--- config.mk ---
export PLATFORM = sky130hd
export DESIGN_NAME = ycbcr420_to_rgb_flip_core
export DESIGN_NICKNAME = d
export VERILOG_FILES = /design/src/sv/ycrgb_pkg.sv /design/src/sv/ycbcr420_to_rgb_flip_core.sv /design/src/sv/ycrgb_chroma.sv /design/src/sv/ycrgb_lane.sv /design/src/sv/ycrgb_addr.sv
export SDC_FILE = /design/constraint.sdc
export NUM_CORES = 2
export LEC_CHECK = 0
export BUFFER_PORTS_ARGS = -buffer_cell sky130_fd_sc_hd__buf_2
export CORE_ASPECT_RATIO = 0.7
export CORE_MARGIN = 3
export CORE_UTILIZATION = 40
export CTS_CLUSTER_DIAMETER = 200
export DETAILED_ROUTE_END_ITERATION = 16
export GPL_ROUTABILITY_DRIVEN = 1
export SETUP_SLACK_MARGIN = 0.02
export SLEW_MARGIN = 20
export SYNTH_ARGS = -nofsm -noshare
export SYNTH_HDL_FRONTEND = slang
export SYNTH_SLANG_ARGS = --single-unit
--- constraint.sdc ---
create_clock -name clk -period 15.7 [get_ports clk]
set_clock_uncertainty 0.15 [all_clocks]
set_input_delay 4.71 -clock clk [delete_from_list [all_inputs] [get_ports clk]]
set_output_delay 4.71 -clock clk [all_outputs]
set_load 0.01 [all_outputs]
--- src/sv/ycrgb_pkg.sv ---
// ----------------------------------------------------------------------------
// ycrgb_pkg
// Shared types and fixed-point constants of the 4:2:0 YCbCr to RGB888 converter.
// ----------------------------------------------------------------------------
package ycrgb_pkg;

	// bt.601 coefficients, 16-bit fraction, sized to the product width
	localparam int PROD_W = 27;
	localparam logic signed [PROD_W-1:0] C_CR_R = 27'sd104597;
	localparam logic signed [PROD_W-1:0] C_CB_G = 27'sd25674;
	localparam logic signed [PROD_W-1:0] C_CR_G = 27'sd53278;
	localparam logic signed [PROD_W-1:0] C_CB_B = 27'sd132201;
	localparam logic signed [PROD_W-1:0] C_Y    = 27'sd76309;
	localparam logic signed [8:0]        CHROMA_OFS = 9'sd128;
	localparam logic signed [8:0]        LUMA_OFS   = 9'sd16;
	localparam int FRAC_BITS = 16;

	// configuration register indexes
	localparam logic [1:0] REG_BLOCK_COLS = 2'd0;
	localparam logic [1:0] REG_BLOCK_ROWS = 2'd1;
	localparam logic [1:0] REG_ROW_STRIDE = 2'd2;

	localparam logic [10:0] RST_BLOCK_COLS = 11'd160;
	localparam logic [10:0] RST_BLOCK_ROWS = 11'd120;
	localparam logic [12:0] RST_ROW_STRIDE = 13'd960;
	localparam int CNT_LIMIT = 1024;

	typedef logic signed [9:0] chroma_term_t;

	// red in the low byte so a pixel drops straight into tdata
	typedef struct packed {
		logic [7:0] blue;
		logic [7:0] green;
		logic [7:0] red;
	} pixel_t;

	// pipeline enables shared by all stage-holding modules
	typedef struct packed {
		logic acc;   // input transaction, loads stage 1
		logic adv2;  // stage 1 moves into stage 2
	} ctl_t;

endpackage

--- src/sv/ycbcr420_to_rgb_flip_core.sv ---
// ----------------------------------------------------------------------------
// ycbcr420_to_rgb_flip_core
// 4:2:0 YCbCr blocks to packed RGB888 pixel pairs with a vertical flip.
// ----------------------------------------------------------------------------
// channel   dir  transfer on             payload
// s_*       in   s_tvalid & s_tready     one 2x2 luma block with Cb and Cr
// m_*       out  m_tvalid & m_tready     one pixel pair and its byte offset
// wr_*      in   wr_en                   geometry register write
//
// four pixel lanes and a shared chroma unit run two stages, then a result
// register sends the upper pair and then the lower pair of each block.
// the stages can take new blocks while the result register still sends; in
// steady state the two output transactions per block set the input rate.
// reset clears the pipeline valids and block counters and loads the default geometry.
// a stalled output backs up the two stages before input ready drops.
// ----------------------------------------------------------------------------
module ycbcr420_to_rgb_flip_core
	import ycrgb_pkg::*;
#(
	parameter int MAX_WIDTH  = 2048,
	parameter int MAX_HEIGHT = 2048
) (
	input  logic        clk,
	input  logic        arst_n,
	input  logic        wr_en,
	input  logic [1:0]  wr_index,
	input  logic [12:0] wr_data,
	input  logic        s_tvalid,
	output logic        s_tready,
	// luma_top_left, luma_top_right, luma_bottom_left, luma_bottom_right,
	// chroma_blue, chroma_red
	input  logic [47:0] s_tdata,
	output logic        m_tvalid,
	input  logic        m_tready,
	// red_left, green_left, blue_left, red_right, green_right, blue_right,
	// byte_offset
	output logic [71:0] m_tdata,
	output logic        m_tlast,
	// frame_done
	output logic        m_tuser
);

	ctl_t         ctl;
	logic         v1_q;
	logic         v2_q;
	logic         vo_q;
	logic         phase_q;
	logic         free1;
	logic         free2;
	logic         ld_out;
	chroma_term_t term_r;
	chroma_term_t term_g;
	chroma_term_t term_b;
	pixel_t       pix [4];
	pixel_t       pix_q [4];
	logic [23:0]  off_up;
	logic [23:0]  off_lo;
	logic         frame_end;
	logic [23:0]  off_up_q;
	logic [23:0]  off_lo_q;
	logic         done_q;

	assign ld_out   = v2_q && (!vo_q || (m_tready && phase_q));
	assign free2    = !v2_q || ld_out;
	assign free1    = !v1_q || free2;
	assign s_tready = free1;
	assign ctl.acc  = s_tvalid && free1;
	assign ctl.adv2 = v1_q && free2;

	always_ff @(posedge clk or negedge arst_n) begin
		if (!arst_n) begin
			v1_q <= 1'b0;
			v2_q <= 1'b0;
		end else begin
			if (free1) begin
				v1_q <= s_tvalid;
			end
			if (free2) begin
				v2_q <= v1_q;
			end
		end
	end

	ycrgb_chroma u_chroma (
		.clk         (clk),
		.ctl         (ctl),
		.chroma_blue (s_tdata[39:32]),
		.chroma_red  (s_tdata[47:40]),
		.term_r      (term_r),
		.term_g      (term_g),
		.term_b      (term_b)
	);

	for (genvar k = 0; k < 4; k++) begin : g_lane
		ycrgb_lane u_lane (
			.clk    (clk),
			.ctl    (ctl),
			.luma   (s_tdata[8*k +: 8]),
			.term_r (term_r),
			.term_g (term_g),
			.term_b (term_b),
			.pix    (pix[k])
		);
	end

	ycrgb_addr #(
		.MAX_WIDTH  (MAX_WIDTH),
		.MAX_HEIGHT (MAX_HEIGHT)
	) u_addr (
		.clk       (clk),
		.arst_n    (arst_n),
		.wr_en     (wr_en),
		.wr_index  (wr_index),
		.wr_data   (wr_data),
		.ctl       (ctl),
		.off_up    (off_up),
		.off_lo    (off_lo),
		.frame_end (frame_end)
	);

	// merge: hold both pairs of a block, upper first
	always_ff @(posedge clk or negedge arst_n) begin
		if (!arst_n) begin
			vo_q    <= 1'b0;
			phase_q <= 1'b0;
		end else if (ld_out) begin
			vo_q    <= 1'b1;
			phase_q <= 1'b0;
		end else if (vo_q && m_tready) begin
			if (phase_q) begin
				vo_q <= 1'b0;
			end
			phase_q <= !phase_q;
		end
	end

	always_ff @(posedge clk) begin
		if (ld_out) begin
			for (int k = 0; k < 4; k++) begin
				pix_q[k] <= pix[k];
			end
			off_up_q <= off_up;
			off_lo_q <= off_lo;
			done_q   <= frame_end;
		end
	end

	assign m_tvalid = vo_q;
	assign m_tlast  = phase_q;
	assign m_tuser  = phase_q && done_q;
	assign m_tdata  = phase_q ? {off_lo_q, pix_q[3], pix_q[2]}
	                          : {off_up_q, pix_q[1], pix_q[0]};

`ifndef ASSERT_OFF
	// an upper pair is always followed by its lower pair
	a_pair_order: assert property (@(posedge clk) disable iff (!arst_n)
		m_tvalid && m_tready && !m_tlast |=> m_tvalid && m_tlast)
		else $error("upper pair not followed by lower pair");

	a_done_on_last: assert property (@(posedge clk) disable iff (!arst_n)
		m_tuser |-> m_tlast)
		else $error("frame end flagged on upper pair");

	// input stalls only when every stage holds a block
	a_stall_full: assert property (@(posedge clk) disable iff (!arst_n)
		!s_tready |-> v1_q && v2_q && vo_q)
		else $error("input stalled with a free stage");

	a_out_load: assert property (@(posedge clk) disable iff (!arst_n)
		ld_out |=> m_tvalid && !m_tlast)
		else $error("loaded block does not start with upper pair");
`endif

endmodule

--- src/sv/ycrgb_chroma.sv ---
// ----------------------------------------------------------------------------
// ycrgb_chroma
// Shared chroma terms of one block: red, green and blue offsets from Cb and Cr.
// ----------------------------------------------------------------------------
module ycrgb_chroma
	import ycrgb_pkg::*;
(
	input  logic         clk,
	input  ctl_t         ctl,
	input  logic [7:0]   chroma_blue,
	input  logic [7:0]   chroma_red,
	output chroma_term_t term_r,
	output chroma_term_t term_g,
	output chroma_term_t term_b
);

	logic signed [8:0]        cb;
	logic signed [8:0]        cr;
	logic signed [PROD_W-1:0] pr_s1;
	logic signed [PROD_W-1:0] pg_s1;
	logic signed [PROD_W-1:0] pb_s1;
	logic signed [PROD_W-1:0] shr;
	logic signed [PROD_W-1:0] shg;
	logic signed [PROD_W-1:0] shb;

	assign cb = $signed({1'b0, chroma_blue}) - CHROMA_OFS;
	assign cr = $signed({1'b0, chroma_red}) - CHROMA_OFS;

	always_ff @(posedge clk) begin
		if (ctl.acc) begin
			pr_s1 <= PROD_W'(cr) * C_CR_R;
			pg_s1 <= PROD_W'(cb) * C_CB_G + PROD_W'(cr) * C_CR_G;
			pb_s1 <= PROD_W'(cb) * C_CB_B;
		end
	end

	// floor shifts; all results fit ten signed bits
	assign shr = pr_s1 >>> FRAC_BITS;
	assign shg = pg_s1 >>> FRAC_BITS;
	assign shb = pb_s1 >>> FRAC_BITS;
	assign term_r = shr[9:0];
	assign term_g = shg[9:0];
	assign term_b = shb[9:0];

endmodule

--- src/sv/ycrgb_lane.sv ---
// ----------------------------------------------------------------------------
// ycrgb_lane
// One pixel lane: scales a luma sample and adds the shared chroma terms.
// ----------------------------------------------------------------------------
module ycrgb_lane
	import ycrgb_pkg::*;
(
	input  logic         clk,
	input  ctl_t         ctl,
	input  logic [7:0]   luma,
	input  chroma_term_t term_r,
	input  chroma_term_t term_g,
	input  chroma_term_t term_b,
	output pixel_t       pix
);

	logic signed [8:0]        yd;
	logic signed [PROD_W-1:0] py_s1;
	logic signed [PROD_W-1:0] ysh;
	logic signed [9:0]        y;
	logic signed [10:0]       sr;
	logic signed [10:0]       sg;
	logic signed [10:0]       sb;
	pixel_t                   pix_s2;

	function automatic logic [7:0] clamp8(input logic signed [10:0] v);
		logic [7:0] res;
		if (v < 0) begin
			res = 8'd0;
		end else if (v > 11'sd255) begin
			res = 8'd255;
		end else begin
			res = v[7:0];
		end
		return res;
	endfunction

	assign yd = $signed({1'b0, luma}) - LUMA_OFS;

	always_ff @(posedge clk) begin
		if (ctl.acc) begin
			py_s1 <= PROD_W'(yd) * C_Y;
		end
	end

	assign ysh = py_s1 >>> FRAC_BITS;
	assign y   = ysh[9:0];
	assign sr  = 11'(y) + 11'(term_r);
	assign sg  = 11'(y) - 11'(term_g);
	assign sb  = 11'(y) + 11'(term_b);

	always_ff @(posedge clk) begin
		if (ctl.adv2) begin
			pix_s2.red   <= clamp8(sr);
			pix_s2.green <= clamp8(sg);
			pix_s2.blue  <= clamp8(sb);
		end
	end

	assign pix = pix_s2;

endmodule

--- src/sv/ycrgb_addr.sv ---
// ----------------------------------------------------------------------------
// ycrgb_addr
// Geometry registers, block counters and flipped destination offsets.
// ----------------------------------------------------------------------------
module ycrgb_addr
	import ycrgb_pkg::*;
#(
	parameter int MAX_WIDTH  = 2048,
	parameter int MAX_HEIGHT = 2048
) (
	input  logic        clk,
	input  logic        arst_n,
	input  logic        wr_en,
	input  logic [1:0]  wr_index,
	input  logic [12:0] wr_data,
	input  ctl_t        ctl,
	output logic [23:0] off_up,
	output logic [23:0] off_lo,
	output logic        frame_end
);

	localparam int COL_HALF = MAX_WIDTH / 2;
	localparam int ROW_HALF = MAX_HEIGHT / 2;
	localparam int COL_LIM_I = (COL_HALF > CNT_LIMIT) ? CNT_LIMIT : ((COL_HALF < 1) ? 1 : COL_HALF);
	localparam int ROW_LIM_I = (ROW_HALF > CNT_LIMIT) ? CNT_LIMIT : ((ROW_HALF < 1) ? 1 : ROW_HALF);
	localparam logic [10:0] COL_LIM = 11'(COL_LIM_I);
	localparam logic [10:0] ROW_LIM = 11'(ROW_LIM_I);

	logic [10:0] block_cols_q;
	logic [10:0] block_rows_q;
	logic [12:0] row_stride_q;
	logic [9:0]  col_cnt_q;
	logic [9:0]  row_cnt_q;

	logic [10:0] cols;
	logic [10:0] rows;
	logic [9:0]  col_max;
	logic [9:0]  row_max;
	logic [9:0]  c_eff;
	logic [9:0]  r_eff;
	logic        last_col;
	logic        last_row;

	logic [23:0] prod_s1;
	logic [9:0]  col_s1;
	logic        done_s1;
	logic [23:0] c6;
	logic [23:0] up_d;
	logic [23:0] up_s2;
	logic [23:0] lo_s2;
	logic        done_s2;

	always_ff @(posedge clk or negedge arst_n) begin
		if (!arst_n) begin
			block_cols_q <= RST_BLOCK_COLS;
			block_rows_q <= RST_BLOCK_ROWS;
			row_stride_q <= RST_ROW_STRIDE;
		end else if (wr_en) begin
			case (wr_index)
				REG_BLOCK_COLS: block_cols_q <= wr_data[10:0];
				REG_BLOCK_ROWS: block_rows_q <= wr_data[10:0];
				REG_ROW_STRIDE: row_stride_q <= wr_data;
				default: ;
			endcase
		end
	end

	// geometry in use, saturated to the supported range
	always_comb begin
		if (block_cols_q == 11'd0) begin
			cols = 11'd1;
		end else if (block_cols_q > COL_LIM) begin
			cols = COL_LIM;
		end else begin
			cols = block_cols_q;
		end
		if (block_rows_q == 11'd0) begin
			rows = 11'd1;
		end else if (block_rows_q > ROW_LIM) begin
			rows = ROW_LIM;
		end else begin
			rows = block_rows_q;
		end
	end

	assign col_max  = 10'(cols - 11'd1);
	assign row_max  = 10'(rows - 11'd1);
	assign c_eff    = (col_cnt_q > col_max) ? col_max : col_cnt_q;
	assign r_eff    = (row_cnt_q > row_max) ? row_max : row_cnt_q;
	assign last_col = (c_eff == col_max);
	assign last_row = (r_eff == row_max);

	always_ff @(posedge clk or negedge arst_n) begin
		if (!arst_n) begin
			col_cnt_q <= '0;
			row_cnt_q <= '0;
		end else if (ctl.acc) begin
			if (last_col) begin
				col_cnt_q <= '0;
				row_cnt_q <= last_row ? 10'd0 : r_eff + 10'd1;
			end else begin
				col_cnt_q <= c_eff + 10'd1;
				row_cnt_q <= r_eff;
			end
		end
	end

	// mirrored row times two pixel rows
	always_ff @(posedge clk) begin
		if (ctl.acc) begin
			prod_s1 <= 24'(row_max - r_eff) * 24'({row_stride_q, 1'b0});
			col_s1  <= c_eff;
			done_s1 <= last_col && last_row;
		end
	end

	assign c6   = 24'({col_s1, 2'b00}) + 24'({col_s1, 1'b0});
	assign up_d = prod_s1 + c6;

	always_ff @(posedge clk) begin
		if (ctl.adv2) begin
			up_s2   <= up_d;
			lo_s2   <= up_d + 24'(row_stride_q);
			done_s2 <= done_s1;
		end
	end

	assign off_up    = up_s2;
	assign off_lo    = lo_s2;
	assign frame_end = done_s2;

endmodule

==> results by group <==
Floorplanning
  – Die Wd: 407 um
  – Die Span Y: 287 um
  – Die ar.: 0.117 sq mm
  – Core Box Area: 0.111 sq mm
  – Row cnt: 102
  – Starting Density: 40.5%
  – Io pins: 144

Global routing
  – Total track usage: 17.3%
  – Number of global-route vias before repair: 29000
  – First-pass GRT wire length: 160000 um
  – Initial antenna violation count: 9
  – Gr ovfl total: 0
  – Largest net degree at the start of global routing: 145

Clock tree
  – # resized after CTS: 0
  – Clk sinks: 451
  – CTS tree: done
  – Post CTS Setup Buffer Count: 0
  – Clock root cell: clkbuf_16
  – Clock Latency Late Sink: 0.60 ns
  – Clock tree buffer depth: 3
  – Hold_buf cts: 0
  – Clk slew on worst S/H paths: 0.06 ns
  – Cts bufs inserted: 50
  – H-Tree Depth: 2

Logic synthesis
  – Post-synth cell types: 85
  – Synth Warn #: 0
  – Asr flop ratio synth: 13.1%
  – Register area share after synthesis: 29.5%
  – Mapped Area: 0.0450 sq mm
  – Mean Syn Cell Area: 10.5 sq um
  – Post-Synthesis Cells: 4279
  – Syn nets: 5481
  – Post-synth EDFFs: 392
  – Seq cells post-synth: 451
  – Synth Flop Type: edfxtp_1

Timing
  – Pins Over Slew Limit: 0
  – Final TNS setup: 0 ns
  – Fmax achieved: 0.0774 GHz
  – Worst slew pin tran: 1.10 ns
  – Slew margin rel.: 26.1%
  – Final Hold Fails: 0
  – Unrepaired setup endpoints after global routing: false
  – Setup Viol. Count Final: 0
  – Final period util: 82.3%
  – Min Clock Period, post-route: 12.92 ns

Setup path
  – R2R depth: 43
  – CP Launch Type: flip-flop
  – Reg2reg end: u_addr.prod_s1[23]
  – Crit path max-delay family: compound AO/OA/AOI/OAI gates
  – Max FO, Critical Path: 22
  – Worst R2R Start: u_addr.block_rows_q[3]
  – Setup CP Type: flip-flop to flip-flop
  – Reg2reg setup slack: 2.78 ns
  – Most frequent CP cell: a21oi_1
  – Master of the slowest instance on the critical path: a21oi_1
  – Critical Path RT: 15.87 ns
  – Crit path largest cell delay: 0.75 ns
  – Crit path arrival time: 13.09 ns
  – Worst Path Buf+Inv: 6
  – CP endpoint kind: flip-flop

Route
  – Final antenna-violating net count: 0
  – TritonRoute pass-1 iters: 5
  – Vias: 30000
  – First DRT Iteration DRCs: 1744
  – Routed wire length: 99900 um
  – Remaining DRCs: 0
  – Vias per std cell: 5.01
  – Routed len/inst: 16.7 um

Job
  – Max-Cap Viols: 0

Cells and area
  – Syn-to-layout area delta: 9.35%
  – Layout cells sized above 1: 9.08%
  – # nets final: 5635

Place
  – I/O Buffers: 143
  – Post-DP HPWL: 82000 um
  – GP Congestion: 0.896

Min path
  – Hold crit path type: flip-flop to flip-flop
  – WHS Path Cells: 0
  – Hold Startpoint: g_lane[3].u_lane.pix[12]
  – Hold Crit Endpoint: pix_q[3][12]

Run status
  – Status: complete, no violations
## cells by family (layout without fill, tap and decap cells)
family          count (synthesis)  after routing  share of synthesized area [%]
flops                         451            451                           29.5
buf+inv                       860           1052                           7.17
simple gates                  739            739                           8.24
compound gates                699            699                           10.1
mux                           130            130                           3.20
fa+ha+maj                    1136           1136                           36.6
other cells                     0              2                              0
xor+xnor                      264            264                           5.17
## state kept, by name, indices dropped and copies added, names as in the netlist
register             flops
u_addr.off_lo           24
u_addr.frame_end         1
done_q                   1
u_addr.block_rows_q     11
u_addr.row_stride_q     13
u_addr.off_up           23
u_addr.prod_s1          23
m_tlast                  1
u_addr.col_s1           10
g_lane.u_lane.pix       96
off_lo_q                24
u_chroma.pr_s1          10
u_chroma.pg_s1          10
u_addr.block_cols_q     11
off_up_q                23
v2_q                     1
u_addr.row_cnt_q        10
u_addr.col_cnt_q        10
m_tvalid                 1
v1_q                     1
pix_q                   96
g_lane.u_lane.py_s1     40
u_addr.done_s1           1
u_chroma.pb_s1          10
## Yosys cell counts, types with 51 or more instances
library cell  count  area share [%]
ha_1            831              23
clkbuf_1         53            0.44
o21ai_0          91             1.0
a21o_1           61             1.0
nand2_1         182             1.5
inv_1           795             6.6
xor2_1           76             1.5
and2_1           77             1.1
xnor2_1         187             3.6
a21oi_1         212             2.4
o21bai_1         51            0.85
o21a_1           99             1.7
nor3_1           94             1.0
nor2_1          163             1.4
mux2_2          112             2.8
fa_1            303              13
edfxtp_1        392              26
## per-stage QoR
stage / cells / hold slack (ns) / setup slack, ns / utilization [%] / instance area (sq um)
global placement: 5889 / 0.251 / 3.04 / 42.8 / 47600
detailed placement: 5889 / 0.255 / 2.86 / 42.8 / 47600
CTS: 5979 / 0.265 / 2.95 / 44.3 / 49200
global route: 5979 / 0.268 / 1.61 / 44.3 / 49200
floorplan: 4279 / 0.250 / 3.72 / - / 45000
finish: 5981 / 0.264 / 2.78 / 44.3 / 49200
## layout by cell type (no fill, tap or decap), types with 17 or more instances in the layout
cell	n
a211oi_1	22
a21boi_0	18
a21o_1	61
a21oi_1	212
a31oi_1	24
and2_1	76
buf_2	143
clkbuf_16	50
dfrtp_1	48
edfxtp_1	392
fa_1	303
ha_1	831
inv_1	794
mux2_2	112
mux2i_1	17
nand2_1	182
nand2b_1	31
nand3_1	37
nor2_1	163
nor2b_1	48
nor3_1	94
o21a_1	99
o21ai_0	91
o21bai_1	51
or3_1	22
xnor2_1	186
xor2_1	75
## cell type report
class	count	area, sq um
diodes	2	5.00
clock buffers	53	1270
clock inverters	37	372
inverters	802	3010
well taps	1508	1890
multi-input cells	2968	28600
repair buffers	160	856
flip-flops and latches	451	13300
fillers	10500	61900
## routing by layer
layer	vias up	track usage, %	routed length [um]
met1	14300	27.2	51600
met3	87	3.46	6900
met5	-	0	51
met2	641	24.2	39700
met4	10	3.38	1680
li1	15000	-	-
## worst max path at each step
stage          slack (ns)                 end                    from  cells past startpoint
6_report             2.78  u_addr.prod_s1[23]  u_addr.block_rows_q[3]                     43
5_1_grt              1.61  u_addr.prod_s1[23]  u_addr.block_rows_q[3]                     43
4_1_cts              2.95  u_addr.prod_s1[21]  u_addr.block_rows_q[3]                     43
3_5_place_dp         2.86  u_chroma.pg_s1[25]             s_tdata[47]                     33
3_3_place_gp         3.04  u_chroma.pg_s1[25]             s_tdata[47]                     33
2_1_floorplan        3.72              done_q                m_tready                      2
Power is left out: the tool's default activity adds up to more than one toggle a clock period on the data nets, which glitch-free logic cannot reach.
